===== config.mk =====
export PLATFORM = sky130hd
export DESIGN_NAME = csv_record_parser_top_flat
export DESIGN_NICKNAME = d
export VERILOG_FILES = /design/src/rtl/csvp_pkg.sv /design/src/rtl/csvp_in_if.sv /design/src/rtl/csvp_out_if.sv /design/src/rtl/csvp_apb_regs.sv /design/src/rtl/csvp_step.sv /design/src/rtl/csv_record_parser_top.sv /design/src/flat_wrapper.sv
export SDC_FILE = /design/constraint.sdc
export NUM_CORES = 1
export LEC_CHECK = 0
export ABC_AREA = 1
export BUFFER_PORTS_ARGS = -buffer_cell sky130_fd_sc_hd__buf_2
export CORE_ASPECT_RATIO = 0.7
export CORE_UTILIZATION = 25
export CTS_BUF_LIST = sky130_fd_sc_hd__clkbuf_16
export DETAILED_ROUTE_END_ITERATION = 6
export GPL_TIMING_DRIVEN = 0
export MAX_ROUTING_LAYER = met4
export PLACE_DENSITY = 0.45
export SLEW_MARGIN = 20
export SYNTH_ARGS = -nofsm -noshare
export SYNTH_HDL_FRONTEND = slang
export SYNTH_SLANG_ARGS = --single-unit

===== constraint.sdc =====
create_clock -name i_clk -period 1.5 [get_ports i_clk]
set_input_delay 0.225 -clock i_clk [delete_from_list [all_inputs] [get_ports i_clk]]
set_output_delay 0.225 -clock i_clk [all_outputs]
set_load 0.1 [all_outputs]

===== src/rtl/csvp_pkg.sv =====
`default_nettype none

package csvp_pkg;

    localparam int unsigned APB_ADDR_W = 3;
    localparam int unsigned APB_DATA_W = 32;

    localparam logic [7:0] CHAR_CR     = 8'h0D;
    localparam logic [7:0] CHAR_LF     = 8'h0A;
    localparam logic [7:0] SEP_RESET   = 8'd44;
    localparam logic [7:0] QUOTE_RESET = 8'd34;

    typedef enum logic [1:0] {
        KIND_DATA         = 2'd0,
        KIND_FIELD        = 2'd1,
        KIND_FIELD_RECORD = 2'd2,
        KIND_RECORD       = 2'd3
    } t_kind;

    // register index, taken from paddr[2]
    typedef enum logic {
        REG_SEPARATOR = 1'b0,
        REG_QUOTE     = 1'b1
    } t_reg_idx;

    typedef struct packed {
        logic [7:0] separator_char;
        logic [7:0] quote_char;
    } t_cfg;

    typedef struct packed {
        logic in_quoted;
        logic after_closing_quote;
        logic field_has_data;
        logic after_record_cr;
    } t_state;

endpackage

`default_nettype wire


===== src/rtl/csvp_in_if.sv =====
`default_nettype none

interface csvp_in_if;
    logic       valid;
    logic       ready;
    logic [7:0] in_byte;
    logic       end_of_stream;

    modport source (output valid, output in_byte, output end_of_stream, input ready);
    modport sink   (input valid, input in_byte, input end_of_stream, output ready);
endinterface

`default_nettype wire


===== src/rtl/csvp_out_if.sv =====
`default_nettype none

interface csvp_out_if;
    logic       valid;
    logic       ready;
    logic [1:0] out_kind;
    logic [7:0] out_byte;

    modport source (output valid, output out_kind, output out_byte, input ready);
    modport sink   (input valid, input out_kind, input out_byte, output ready);
endinterface

`default_nettype wire


===== src/rtl/csvp_apb_regs.sv =====
`default_nettype none

module csvp_apb_regs (
    input  wire logic                           i_clk,
    input  wire logic                           i_rst_n,
    input  wire logic                           psel,
    input  wire logic                           penable,
    input  wire logic                           pwrite,
    input  wire logic [csvp_pkg::APB_ADDR_W-1:0] paddr,
    input  wire logic [csvp_pkg::APB_DATA_W-1:0] pwdata,
    output logic      [csvp_pkg::APB_DATA_W-1:0] prdata,
    output logic                                pready,
    output csvp_pkg::t_cfg                      o_cfg
);
    import csvp_pkg::*;

    t_cfg     r_cfg;
    t_cfg     n_cfg;
    t_reg_idx w_idx;
    logic     w_wr;

    assign w_idx  = t_reg_idx'(paddr[2]);
    assign pready = 1'b1;
    assign w_wr   = psel && penable && pwrite && pready;

    always_comb begin
        n_cfg = r_cfg;
        if (w_wr) begin
            unique case (w_idx)
                REG_SEPARATOR: n_cfg.separator_char = pwdata[7:0];
                REG_QUOTE:     n_cfg.quote_char     = pwdata[7:0];
                default:       n_cfg = r_cfg;
            endcase
        end
    end

    always_ff @(posedge i_clk) begin
        if (!i_rst_n) begin
            r_cfg.separator_char <= SEP_RESET;
            r_cfg.quote_char     <= QUOTE_RESET;
        end else begin
            r_cfg <= n_cfg;
        end
    end

    always_comb begin
        prdata = '0;
        unique case (w_idx)
            REG_SEPARATOR: prdata[7:0] = r_cfg.separator_char;
            REG_QUOTE:     prdata[7:0] = r_cfg.quote_char;
            default:       prdata = '0;
        endcase
    end

    assign o_cfg = r_cfg;

endmodule

`default_nettype wire


===== src/rtl/csvp_step.sv =====
`default_nettype none

module csvp_step (
    input  wire csvp_pkg::t_cfg   i_cfg,
    input  wire csvp_pkg::t_state i_state,
    input  wire logic [7:0]       i_byte,
    input  wire logic             i_eos,
    output csvp_pkg::t_state      o_state,
    output logic                  o_emit,
    output csvp_pkg::t_kind       o_kind,
    output logic [7:0]            o_byte
);
    import csvp_pkg::*;

    t_state w_st;
    logic   w_skip;

    always_comb begin
        w_st   = i_state;
        w_skip = 1'b0;
        o_emit = 1'b0;
        o_kind = KIND_DATA;
        o_byte = 8'd0;
        if (i_eos) begin
            o_kind = i_state.field_has_data ? KIND_FIELD_RECORD : KIND_RECORD;
            o_emit = 1'b1;
            w_st   = '0;
        end else begin
            // LF right after a record-ending CR is swallowed
            if (w_st.after_record_cr) begin
                w_st.after_record_cr = 1'b0;
                if (i_byte == CHAR_LF) begin
                    w_skip = 1'b1;
                end
            end
            if (!w_skip) begin
                if (i_byte == i_cfg.quote_char) begin
                    if (w_st.in_quoted) begin
                        w_st.in_quoted           = 1'b0;
                        w_st.after_closing_quote = 1'b1;
                    end else if (w_st.after_closing_quote) begin
                        // doubled quote: literal quote, back inside quotes
                        w_st.after_closing_quote = 1'b0;
                        w_st.in_quoted           = 1'b1;
                        w_st.field_has_data      = 1'b1;
                        o_emit                   = 1'b1;
                        o_byte                   = i_cfg.quote_char;
                    end else begin
                        w_st.in_quoted = 1'b1;
                    end
                end else begin
                    w_st.after_closing_quote = 1'b0;
                    if (i_byte == i_cfg.separator_char) begin
                        o_emit = 1'b1;
                        if (w_st.in_quoted) begin
                            w_st.field_has_data = 1'b1;
                            o_byte              = i_byte;
                        end else begin
                            w_st.field_has_data = 1'b0;
                            o_kind              = KIND_FIELD;
                        end
                    end else if (!w_st.in_quoted &&
                                 (i_byte == CHAR_CR || i_byte == CHAR_LF)) begin
                        w_st                 = '0;
                        w_st.after_record_cr = (i_byte == CHAR_CR);
                        o_emit               = 1'b1;
                        o_kind               = KIND_FIELD_RECORD;
                    end else begin
                        w_st.field_has_data = 1'b1;
                        o_emit              = 1'b1;
                        o_byte              = i_byte;
                    end
                end
            end
        end
        o_state = w_st;
    end

endmodule

`default_nettype wire


===== src/rtl/csv_record_parser_top.sv =====
// An accepted byte is held in the input register, then its result in the result register.
// One byte per cycle unless output stalls; the parse state update is one flag step per byte.
// Bytes that give no result (quotes, swallowed LF) retire without waiting on the output side.
// Reset (synchronous, active low): parse flags and valids cleared, separator 44, quote 34.
`default_nettype none

module csv_record_parser_top (
    input  wire logic                           i_clk,
    input  wire logic                           i_rst_n,
    csvp_in_if.sink                             i_in,
    csvp_out_if.source                          o_out,
    input  wire logic                           psel,
    input  wire logic                           penable,
    input  wire logic                           pwrite,
    input  wire logic [csvp_pkg::APB_ADDR_W-1:0] paddr,
    input  wire logic [csvp_pkg::APB_DATA_W-1:0] pwdata,
    output logic      [csvp_pkg::APB_DATA_W-1:0] prdata,
    output logic                                pready
);
    import csvp_pkg::*;

    t_cfg       w_cfg;

    logic       r_in_valid;
    logic [7:0] r_in_byte;
    logic       r_in_eos;

    t_state     r_state;
    t_state     n_state;

    logic       r_out_valid;
    t_kind      r_out_kind;
    logic [7:0] r_out_byte;

    logic       w_emit;
    t_kind      w_kind;
    logic [7:0] w_byte;
    logic       w_out_free;
    logic       w_fire;
    logic       w_in_take;

    csvp_apb_regs u_regs (
        .i_clk   (i_clk),
        .i_rst_n (i_rst_n),
        .psel    (psel),
        .penable (penable),
        .pwrite  (pwrite),
        .paddr   (paddr),
        .pwdata  (pwdata),
        .prdata  (prdata),
        .pready  (pready),
        .o_cfg   (w_cfg)
    );

    csvp_step u_step (
        .i_cfg   (w_cfg),
        .i_state (r_state),
        .i_byte  (r_in_byte),
        .i_eos   (r_in_eos),
        .o_state (n_state),
        .o_emit  (w_emit),
        .o_kind  (w_kind),
        .o_byte  (w_byte)
    );

    assign w_out_free = !r_out_valid || o_out.ready;
    assign w_fire     = r_in_valid && (!w_emit || w_out_free);
    assign i_in.ready = !r_in_valid || w_fire;
    assign w_in_take  = i_in.valid && i_in.ready;

    always_ff @(posedge i_clk) begin
        if (!i_rst_n) begin
            r_in_valid  <= 1'b0;
            r_out_valid <= 1'b0;
            r_state     <= '0;
        end else begin
            if (w_in_take) begin
                r_in_valid <= 1'b1;
            end else if (w_fire) begin
                r_in_valid <= 1'b0;
            end
            if (w_fire) begin
                r_state <= n_state;
            end
            if (w_fire && w_emit) begin
                r_out_valid <= 1'b1;
            end else if (o_out.ready) begin
                r_out_valid <= 1'b0;
            end
        end
    end

    always_ff @(posedge i_clk) begin
        if (w_in_take) begin
            r_in_byte <= i_in.in_byte;
            r_in_eos  <= i_in.end_of_stream;
        end
        if (w_fire && w_emit) begin
            r_out_kind <= w_kind;
            r_out_byte <= w_byte;
        end
    end

    assign o_out.valid    = r_out_valid;
    assign o_out.out_kind = 2'(r_out_kind);
    assign o_out.out_byte = r_out_byte;

    a_quote_flags: assert property (@(posedge i_clk) disable iff (!i_rst_n)
        !(r_state.in_quoted && r_state.after_closing_quote))
        else $error("in_quoted and after_closing_quote both set");

    a_cr_clean: assert property (@(posedge i_clk) disable iff (!i_rst_n)
        r_state.after_record_cr |->
            (!r_state.in_quoted && !r_state.after_closing_quote && !r_state.field_has_data))
        else $error("record-ending CR flag set with stale record state");

    a_ctrl_byte_zero: assert property (@(posedge i_clk) disable iff (!i_rst_n)
        (r_out_valid && r_out_kind != KIND_DATA) |-> (r_out_byte == 8'd0))
        else $error("non-data result carries a byte");

    a_eos_clears: assert property (@(posedge i_clk) disable iff (!i_rst_n)
        (w_fire && r_in_eos) |=> (r_state == '0))
        else $error("end of stream did not clear parse state");

endmodule

`default_nettype wire


===== src/flat_wrapper.sv =====
// flat-port wrapper written by rule: the top's interface ports become plain ports
module csv_record_parser_top_flat import csvp_pkg::*;
  (i_clk, i_rst_n, psel, penable, pwrite, paddr, pwdata, prdata, pready, i_in_valid, i_in_in_byte, i_in_end_of_stream, i_in_ready, o_out_valid, o_out_out_kind, o_out_out_byte, o_out_ready);
  csvp_in_if i_in_i ();
  csvp_out_if o_out_i ();
  input  wire logic i_clk;
  input  wire logic i_rst_n;
  input  wire logic psel;
  input  wire logic penable;
  input  wire logic pwrite;
  input  wire logic [csvp_pkg::APB_ADDR_W-1:0] paddr;
  input  wire logic [csvp_pkg::APB_DATA_W-1:0] pwdata;
  output logic      [csvp_pkg::APB_DATA_W-1:0] prdata;
  output logic pready;
  input wire logic [$bits(i_in_i.valid)-1:0] i_in_valid;
  input wire logic [$bits(i_in_i.in_byte)-1:0] i_in_in_byte;
  input wire logic [$bits(i_in_i.end_of_stream)-1:0] i_in_end_of_stream;
  output wire logic [$bits(i_in_i.ready)-1:0] i_in_ready;
  output wire logic [$bits(o_out_i.valid)-1:0] o_out_valid;
  output wire logic [$bits(o_out_i.out_kind)-1:0] o_out_out_kind;
  output wire logic [$bits(o_out_i.out_byte)-1:0] o_out_out_byte;
  input wire logic [$bits(o_out_i.ready)-1:0] o_out_ready;
  assign i_in_i.valid = i_in_valid;
  assign i_in_i.in_byte = i_in_in_byte;
  assign i_in_i.end_of_stream = i_in_end_of_stream;
  assign i_in_ready = i_in_i.ready;
  assign o_out_valid = o_out_i.valid;
  assign o_out_out_kind = o_out_i.out_kind;
  assign o_out_out_byte = o_out_i.out_byte;
  assign o_out_i.ready = o_out_ready;
  csv_record_parser_top u_core (.i_clk(i_clk), .i_rst_n(i_rst_n), .i_in(i_in_i), .o_out(o_out_i), .psel(psel), .penable(penable), .pwrite(pwrite), .paddr(paddr), .pwdata(pwdata), .prdata(prdata), .pready(pready));
endmodule

==> results.tsv, run 1 <==
stage	metric	value	unit
critical_path	rr_startpoint	u_core.r_in_byte[6]	
timing	setup_viol	36	
power	power.density	969	nW/um^2
finish	insertedDiodeCount	0	
global_routing	grt_pass1_vias	1914	
logic_synthesis	synth_flop_cell	dfxtp_1	
min_path	hp-class	input port to flip-flop	
logic_synthesis	synth_most_common_cell	nand2_1	
floorplan	die-area	9440	um^2
logic_synthesis	netlist_instances	291	
critical_path	critPathLaunchType	flip-flop	
clocking	clock_sinks	41	
floorplan	initial_utilization	26.2	%
timing	grt_setup_unrepaired	true	
timing	slew_headroom	61.7	%
critical_path	critPathMaxStageDelay	510	ps
finish	fin_area	3500	um^2
global_routing	use_met3	3.47	%
floorplan	core-area	8620	um^2
global_routing	grtUsageMet1	21.4	%
critical_path	worstSetupStartpoint	u_core.r_in_byte[6]	
place	placed_cell_area	2840	um^2
place	routabilityCongestion	0.827	
timing	setup_slack	-396	ps
global_routing	grt_max_degree	13	
global_routing	grt-busiest-layer	met2	
floorplan	fp.dieH	81.6	um
timing	slew_viol_final	0	
timing	final_hold_viol_count	0	
critical_path	cp_max_fo	3	
logic_synthesis	synth_top_area_share	25.2	%
critical_path	critical_path_class	flip-flop to primary output	
critical_path	crit_chain	xnor2_1 > nand2_1 > nor2_4 > nand3_4 > nand3_4 > buf_12	
timing	period_share	126	%
clocking	cts_buffers	5	
route	drt_pre_antenna_iters	4	
flow_run	maxCapViolCount	0	
floorplan	fp-row-count	28	
critical_path	crit_top_cell	nand3_4	
power	p_int	2.18	mW
place	detailed_place_hpwl	4690	um
finish	nets	440	
logic_synthesis	synth_edf_count	19	
route	drt_wl_total	6500	um
logic_synthesis	yosysUniqueCellTypes	29	
power	p_comb_share	28.8	%
timing	fin_crit	1900	ps
power	leakage	1.56	nW
finish	syn_to_final_growth	54.9	%
critical_path	endpoint_kind	primary output	
route	vias	2069	
route	post_drt_wl_per_cell	12.7	um
critical_path	path_buf_inv	1	
timing	fin_skew	6.51	ps
place	port_buffers	43	
logic_synthesis	ys_top_cells_by_area	edfxtp_1, dfxtp_1, nand2_1	
power	vdd_drop_max	0.000461	V
clocking	cts_tree	yes	
critical_path	critPathTopFamily	flip-flops	
logic_synthesis	synth_common_cells	nand2_1, inv_1, buf_4, nor2_1, a21oi_1	
status	outcome	finished with violations	
logic_synthesis	seq_area_frac_synth	44.7	%
power	seqPwrFrac	37.7	%
route	vias_per_cell	4.06	
power	p_sw	1.22	mW
status	violations	negative setup slack	
clocking	htree_num_levels	2	
critical_path	cp.required	1270	ps
timing	hold_ws	115	ps
route	drtIter0Drc	64	
logic_synthesis	yosysWarningCount	0	
global_routing	track_usage	15.0	%
route	ant_nets	0	
clocking	clk_pin_slew	60	ps
logic_synthesis	synthArstFlopShare	0	%
finish	fin_cells	510	
critical_path	critPathSlowestCell	edfxtp_1	
route	drcViolationCount	0	
logic_synthesis	yosysTopAreaCell	edfxtp_1	
global_routing	overflow	0	
logic_synthesis	netlist_area	2260	um^2
global_routing	antenna_found_initial	0	
logic_synthesis	synth_seq_cells	41	
floorplan	io_pins	96	
finish	n_fill_cell	911	
clocking	clock_path_buffers	2	
power	clock_power_share	33.5	%
floorplan	die_w	116	um
place	dp_cells	477	
global_routing	grt_pass1_wl	10000	um
global_routing	gr-usage-met2	21.6	%
clocking	cts_root_buffer	clkbuf_16	
timing	tightest_slew	575	ps
logic_synthesis	synth_area_per_cell	7.77	um^2
power	swShare	35.9	%
clocking	insertion_delay	280	ps
finish	drive_gt1_share	42.1	%
timing	max_freq	0.527	GHz
min_path	min_from	i_in_in_byte[4]	
power	fin_total_pwr	3.40	mW
critical_path	worstPathArrival	1670	ps
[cells in the final DEF (no fill, tap or decap), types with 12 or more instances in the layout]
cell	count
edfxtp_1	19
inv_1	26
buf_6	19
dfxtp_1	21
conb_1	25
buf_2	34
nand3_1	13
a21oi_1	13
o21ai_0	12
nor2_1	22
buf_4	38
nand2_1	57
[stage by stage]
| step | TNS (ps) | worst slack [ps] | utilization, % |
|---|---|---|---|
| floorplan | -2540 | -235 | - |
| global placement | -14310 | -418 | 33.0 |
| detailed placement | -14630 | -415 | 33.0 |
| CTS | -10660 | -383 | 38.1 |
| global route | -15000 | -524 | 40.7 |
| finish | -11440 | -396 | 40.7 |
[routing by layer]
| metal | routed length [um] | vias to the layer above | part of all wire [%] |
|---|---|---|---|
| met5 | 0 | - | 0 |
| met4 | 34 | 0 | 0.52 |
| li1 | - | 1095 | - |
| met2 | 2740 | 55 | 42 |
| met1 | 3380 | 915 | 52 |
| met3 | 347 | 4 | 5.3 |
[cell families after synthesis]
group | after synthesis | share of synthesized area (%)
buffers and inverters | 63 | 15.0
XOR/XNOR | 6 | 2.32
other | 2 | 0.332
AND/OR/NAND/NOR | 128 | 26.1
AO/OA/AOI/OAI | 51 | 11.6
flip-flops | 41 | 44.7
[power by group through the flow]
stage / Combinational [mW] / Clock, mW / Sequential, mW
finish: 0.977 / 1.14 / 1.28
global route: 1.03 / 1.21 / 1.29
CTS: 0.931 / 1.17 / 1.28
detailed placement: 0.854 / 0 / 1.31
global placement: 0.853 / 0 / 1.31
floorplan: 0.613 / 0 / 1.42
[state kept, by name, summed over array words and instances (netlist names)]
register / cells
u_core.r_in_valid: 1
u_core.r_state: 4
u_core.o_out.out_kind: 2
u_core.o_out.valid: 1
u_core.r_in_eos: 1
u_core.o_out.out_byte: 8
u_core.r_in_byte: 8
u_core.u_regs.o_cfg: 16
[worst register-to-register path, cell delays in order (launching register included)]
cell,delay [ps]
edfxtp_1,510
buf_4,200
buf_6,110
nand2_2,60
nand2_2,60
nor2_4,90
nand2_2,70
nor2_4,140
nand2_4,90
nand2_2,100
inv_4,60
nand3_2,70
a21oi_2,80
[worst paths after layout]
path                              end  slack (ps)  depth (start not counted)
max reg2reg  u_core.o_out.out_byte[0]        -390                         12
min               u_core.r_in_byte[4]         110                          1
max                        i_in_ready        -400                          6
min reg2reg         u_core.r_state[1]         470                          2
[final cells by class]
cell class | instances | area, um^2 | area share, %
inverter | 33 | 146 | 4.18
buffer | 30 | 233 | 6.64
tap | 120 | 150 | 4.29
timing repair inverter | 2 | 25.0 | 0.714
clock buffer | 6 | 150 | 4.29
timing repair buffer | 66 | 508 | 14.5
multi-input combinational | 210 | 1270 | 36.2
clock inverter | 2 | 7.51 | 0.214
sequential | 41 | 1010 | 29.0
[timing repair]
item	4_1_cts	5_1_grt
gates cloned	2	1
pin swaps	13	14
setup endpoints to repair	44	44
setup buffers	16	7
hold buffers	0	0
resized for setup	42	41
No activity file was read; power rests on OpenSTA's default activity.
==> run 2: changes to the inputs <==
--- a/config.mk
+++ b/config.mk
@@ -7,10 +7,10 @@
 export LEC_CHECK = 0
 export ABC_AREA = 1
 export BUFFER_PORTS_ARGS = -buffer_cell sky130_fd_sc_hd__buf_2
-export CORE_ASPECT_RATIO = 0.7
 export CORE_UTILIZATION = 25
 export CTS_BUF_LIST = sky130_fd_sc_hd__clkbuf_16
 export DETAILED_ROUTE_END_ITERATION = 6
+export GPL_ROUTABILITY_DRIVEN = 0
 export GPL_TIMING_DRIVEN = 0
 export MAX_ROUTING_LAYER = met4
 export PLACE_DENSITY = 0.45
==> run 2 against run 1 <==
The run still ends with negative setup slack left. Setup slack improved by 31 ps. Combinational power decreased by 4.9%. Total power decreased by 3.9%. Cell count decreased by 2.5%.
==> results.tsv, run 2 (synthesis results as in run 1) <==
stage	metric	value	unit	change
status	outcome	finished with violations		
status	violations	negative setup slack		
route	post_drt_wl_per_cell	11.7	um	-8.0%
route	drcViolationCount	0		unchanged
critical_path	rr_startpoint	u_core.r_in_byte[2]		
clocking	cts_root_buffer	clkbuf_16		
min_path	hp-class	input port to flip-flop		
min_path	min_from	i_in_in_byte[2]		
critical_path	crit_chain	xnor2_1 > nand2_1 > nor2_4 > nand3_4 > nand3_4 > buf_12		
critical_path	critPathMaxStageDelay	520	ps	about the same
floorplan	fp-row-count	34		+21%
route	vias_per_cell	4.17		+2.8%
critical_path	crit_top_cell	nand3_4		
timing	tightest_slew	508	ps	-67.2 ps
timing	max_freq	0.536	GHz	+1.7%
flow_run	maxCapViolCount	0		unchanged
clocking	cts_tree	yes		
critical_path	critPathSlowestCell	edfxtp_1		
critical_path	critical_path_class	flip-flop to primary output		
place	placed_cell_area	2830	um^2	-0.53%
clocking	clk_pin_slew	60	ps	about the same
global_routing	grt_max_degree	15		+2
global_routing	track_usage	12.9	%	-2.1 points
finish	final_cell_mix	nand2_1, buf_4, buf_2		
global_routing	antenna_found_initial	0		unchanged
timing	grt_setup_unrepaired	true		
timing	slew_viol_final	0		unchanged
global_routing	grt_pass1_wl	9340	um	-6.8%
critical_path	cp_max_fo	4		+1
finish	n_fill_cell	913		+0.22%
route	drtIter0Drc	66		+3.1%
floorplan	die_w	97.1	um	-16%
critical_path	critPathLaunchType	flip-flop		
clocking	clock_sinks	41		unchanged
power	vdd_drop_max	0.000472	V	+2.4%
clocking	cts_buffers	5		unchanged
finish	syn_to_final_growth	45.0	%	
critical_path	worstSetupStartpoint	u_core.r_in_byte[2]		
clocking	insertion_delay	290	ps	about the same
timing	slew_headroom	66.2	%	+4.5 points
timing	final_hold_viol_count	0		unchanged
finish	nets	439		-0.23%
global_routing	overflow	0		unchanged
timing	period_share	124	%	-2.1 points
floorplan	io_pins	96		unchanged
timing	tns	-8730	ps	+2710 ps
critical_path	cp.required	1270	ps	about the same
timing	hold_ws	109	ps	-5.42 ps
finish	largest_reg_flops	16		unchanged
critical_path	path_buf_inv	1		unchanged
floorplan	die-area	9430	um^2	about the same
floorplan	fp.dieH	97.1	um	+19%
finish	insertedDiodeCount	0		unchanged
timing	fin_crit	1870	ps	-31.0 ps
critical_path	worstPathArrival	1640	ps	-30 ps
route	vias	2073		+0.19%
finish	drive_gt1_share	37.3	%	-4.8 points
timing	setup_slack	-365	ps	+31.0 ps
finish	fin_area	3280	um^2	-6.4%
place	dp_worst_setup_slack	-410	ps	+5.61 ps
route	drt_pre_antenna_iters	5		+1
power	power.density	995	nW/um^2	+2.6%
timing	setup_viol	36		unchanged
floorplan	core-area	8720	um^2	+1.2%
global_routing	grt_pass1_vias	1912		-0.10%
route	ant_nets	0		unchanged
place	detailed_place_hpwl	4410	um	-6.0%
route	drt_wl_total	5830	um	-10%
clocking	htree_num_levels	2		unchanged
place	port_buffers	43		unchanged
floorplan	initial_utilization	25.9	%	-0.31 points
power	leakage	1.51	nW	-3.2%
critical_path	endpoint_kind	primary output		
timing	fin_skew	6.34	ps	-0.162 ps
clocking	clock_path_buffers	2		unchanged
finish	final_common_cell	nand2_1		
critical_path	critPathTopFamily	flip-flops		
## run 2: path summary, 6_finish.rpt
check | endpoint | slack (ps) | cells after the start
setup reg to reg | u_core.o_out.out_byte[3] | -280 | 8
setup / recovery | i_in_ready | -370 | 6
hold reg to reg | u_core.r_state[1] | 480 | 2
hold / removal | u_core.r_in_byte[2] | 110 | 1
## run 2: metal layers
layer	routed length [um]	track usage [%]
met2	2810	21.8
met4	80	3.79
met5	0	-
met3	368	2.73
met1	2570	15.5
## run 2: timing repair
action,in CTS,in global routing
gates resized for setup,30,13
setup endpoints to repair,45,41
hold buffers,0,0
setup buffers,15,8
gates cloned,0,1
pin swaps,11,9
endpoints found under the hold margin,0,0
## run 2: cell type report
class	instances	area, um^2	share of cell area [%]
clock inverter	3	21.3	0.648
clock buffer	5	125	3.81
tap	108	135	4.12
sequential	41	1010	30.9
timing repair inverter	1	6.26	0.191
inverter	33	139	4.23
multi-input combinational	210	1150	35.1
timing repair buffer	66	464	14.1
buffer	30	223	6.79
## run 2: power by group
group	total, mW	internal (mW)	switching, mW
Clock	1.06	0.616	0.443
Combinational	0.929	0.220	0.709
Sequential	1.28	1.23	0.0447
Total	3.26	2.07	1.20
## run 2: stage by stage
stage	utilization, %	power [mW]	instances
2_1_floorplan	-	2.03	314
3_3_place_gp	32.4	2.15	465
3_5_place_dp	32.4	2.16	465
4_1_cts	36.4	3.28	488
5_1_grt	37.6	3.39	497
6_report	37.6	3.26	497
==> run 3: changes to the inputs <==
--- a/config.mk
+++ b/config.mk
@@ -7,6 +7,7 @@
 export LEC_CHECK = 0
 export ABC_AREA = 1
 export BUFFER_PORTS_ARGS = -buffer_cell sky130_fd_sc_hd__buf_2
+export CAP_MARGIN = 20
 export CORE_UTILIZATION = 25
 export CTS_BUF_LIST = sky130_fd_sc_hd__clkbuf_16
 export DETAILED_ROUTE_END_ITERATION = 6
==> constraint.sdc (replaced) <==
create_clock -name i_clk -period 1.5 [get_ports i_clk]
set_input_delay 0.3 -clock i_clk [delete_from_list [all_inputs] [get_ports i_clk]]
set_output_delay 0.3 -clock i_clk [all_outputs]
set_load 0.1 [all_outputs]
==> run 3 against run 2 <==
The run ends with design-rule violations, negative setup slack left. Flip-flop and latch count did not move. Clock power is essentially flat. Register-to-register slack worse by 60 ps. Count of clock-buffer cells in the layout stayed put. Setup slack got worse by 76 ps. Wire length is 2.5% higher. Sequential power barely moved. Critical path depth unchanged. Global-route usage rose by 0.83 points. Largest cell class unchanged. Highest routed layer unchanged.
==> results.tsv, run 3 (synthesis results as in run 1) <==
stage	metric	value	unit	change
timing	tns	-10280	ps	-1550 ps
route	post_drt_wl_per_cell	12.1	um	+3.2%
timing	setup_viol	36		unchanged
clocking	insertion_delay	290	ps	about the same
power	vdd_drop_max	0.000408	V	-14%
critical_path	crit_top_cell	nand3_4		
critical_path	critical_path_class	flip-flop to primary output		
power	p_int	2.08	mW	+0.64%
critical_path	worstPathArrival	1640	ps	about the same
critical_path	endpoint_kind	primary output		
timing	tightest_slew	501	ps	-6.65 ps
power	p_sw	1.24	mW	+3.4%
power	p_comb_share	28.7	%	+0.2 points
timing	slew_viol_final	0		unchanged
min_path	hp-class	input port to flip-flop		
critical_path	r2r_setup_slack	-340	ps	-60 ps
clocking	clock_sinks	41		unchanged
timing	fin_crit	1940	ps	+76.1 ps
place	placed_cell_area	2840	um^2	+0.62%
route	ant_nets	0		unchanged
critical_path	rr_startpoint	u_core.r_in_byte[2]		
finish	nets	436		-0.68%
clocking	cts_buffers	5		unchanged
timing	period_share	129	%	+5.1 points
clocking	clock_path_buffers	2		unchanged
finish	insertedDiodeCount	0		unchanged
timing	final_hold_viol_count	0		unchanged
finish	n_fill_cell	901		-1.3%
floorplan	fp-row-count	34		unchanged
status	violations	design-rule violations, negative setup slack		
finish	utilization	38.5	%	+0.89 points
global_routing	grt_pass1_vias	1958		+2.4%
clocking	clk_pin_slew	70	ps	about the same
route	drcViolationCount	1		+1
floorplan	core-area	8720	um^2	unchanged
finish	final_cell_mix	nand2_1, buf_4, buf_2		
timing	fin_skew	8.28	ps	+1.94 ps
global_routing	grt_max_degree	15		unchanged
floorplan	initial_utilization	25.9	%	unchanged
critical_path	crit_chain	xnor2_1 > nand2_1 > nor2_4 > nand3_4 > nand3_4 > buf_12		
global_routing	antenna_found_initial	0		unchanged
route	vias	2073		unchanged
global_routing	grt_pass1_wl	9700	um	+3.8%
place	detailed_place_hpwl	4330	um	-1.7%
power	swShare	37.3	%	+0.63 points
timing	slew_headroom	66.6	%	+0.44 points
finish	drive_gt1_share	40.7	%	+3.4 points
finish	largest_reg_flops	16		unchanged
route	drt_wl_total	5980	um	+2.5%
critical_path	setup.worst_path.end	i_in_ready		
timing	max_freq	0.515	GHz	-3.9%
critical_path	critPathSlowestCell	edfxtp_1		
critical_path	critPathMaxStageDelay	520	ps	about the same
clocking	cts_root_buffer	clkbuf_16		
power	clock_power_share	32.9	%	+0.4 points
finish	syn_to_final_growth	48.5	%	
critical_path	reg2reg_depth	10		+2
route	drtIter0Drc	64		-3.0%
floorplan	die-area	9430	um^2	unchanged
global_routing	track_usage	13.8	%	+0.83 points
place	port_buffers	43		unchanged
flow_run	maxCapViolCount	0		unchanged
route	vias_per_cell	4.20		+0.61%
route	drt_pre_antenna_iters	7		+2
power	leakage	1.51	nW	+0.38%
timing	grt_setup_unrepaired	true		
critical_path	worstSetupStartpoint	u_core.r_in_byte[2]		
floorplan	die_w	97.1	um	unchanged
critical_path	critPathLaunchType	flip-flop		
global_routing	overflow	0		unchanged
finish	fin_area	3360	um^2	+2.4%
power	seqPwrFrac	38.4	%	-0.7 points
timing	setup_slack	-442	ps	-76.1 ps
status	outcome	finished with violations		
critical_path	cp_max_fo	4		unchanged
floorplan	io_pins	96		unchanged
critical_path	r2r_end	u_core.r_state[1]		
critical_path	cp.required	1200	ps	-70 ps
clocking	htree_num_levels	2		unchanged
finish	final_common_cell	nand2_1		
floorplan	fp.dieH	97.1	um	unchanged
power	power.density	988	nW/um^2	-0.70%
clocking	cts_tree	yes		
[run 3: changes by cell type in the layout (fill, tap and decap cells not counted), moves of 2 or more]
cell and delta:
buf_4 -6, nand2_1 -6, nand2_2 +5, clkbuf_8 +2
inv_6 +2, nor2_4 +2, nor3_2 +2, o21ai_2 +2
[run 3: through the flow]
stage / setup WS [ps] / total power, mW / hold WS, ps / std cells
6_report: -442 / 3.32 / 182 / 494
5_1_grt: -530 / 3.45 / 174 / 494
4_1_cts: -470 / 3.32 / 174 / 487
3_5_place_dp: -451 / 2.16 / 471 / 465
3_3_place_gp: -447 / 2.16 / 469 / 465
2_1_floorplan: -235 / 2.04 / 399 / 314
[run 3: worst max-delay path, delay by kind of cell, from the launching register on]
kind	cells	cell delay (ps)
and+or+nand+nor	4	480
buffers and inverters	1	170
xor gates and xnor gates	1	180
DFF	1	520
[run 3: cell type report]
class                   count  area, um^2  share of cell area (%)
multi-input cells         210        1220                    36.4
flip-flops and latches     41        1020                    30.3
repair buffers             62         438                    13.0
plain buffers              30         235                    7.00
inverters                  33         146                    4.36
well taps                 108         135                    4.02
clock buffers               5         125                    3.73
clock inverters             3        21.3                   0.633
repair inverters            2        17.5                   0.522
[run 3: per-layer routing]
layer | global-route usage [%] | share of wire, % | vias up
li1 | - | - | 1083
met1 | 17.0 | 46 | 909
met2 | 21.6 | 46 | 70
met3 | 3.45 | 6.0 | 11
met4 | 5.28 | 2.0 | 0
met5 | - | 0 | -
[run 3: worst min path at each step]
stage / start / end / slack (ps) / cells after the start
5_1_grt: i_in_in_byte[5] / u_core.r_in_byte[5] / 170 / 1
4_1_cts: i_in_in_byte[5] / u_core.r_in_byte[5] / 170 / 1
2_1_floorplan: i_in_in_byte[0] / u_core.r_in_byte[0] / 400 / 0
3_5_place_dp: u_core.r_state[1] / u_core.r_state[1] / 470 / 2
3_3_place_gp: u_core.r_state[1] / u_core.r_state[1] / 470 / 2
6_report: i_in_in_byte[3] / u_core.r_in_byte[3] / 180 / 1
[run 3: timing repair]
item / 4_1_cts / 5_1_grt
gates cloned: 2 / 0
setup endpoints to repair: 44 / 39
resized for setup: 35 / 28
hold buffers: 0 / 0
buffers inserted: 13 / 8
pin swaps: 10 / 14
[run 3: power by group through the flow]
stage | Sequential, mW | Combinational [mW] | Clock (mW)
after floorplan | 1.42 | 0.618 | 0
after global placement | 1.30 | 0.854 | 0
after detailed placement | 1.30 | 0.856 | 0
after CTS | 1.28 | 0.922 | 1.12
after global routing | 1.28 | 1.01 | 1.16
final | 1.28 | 0.951 | 1.09
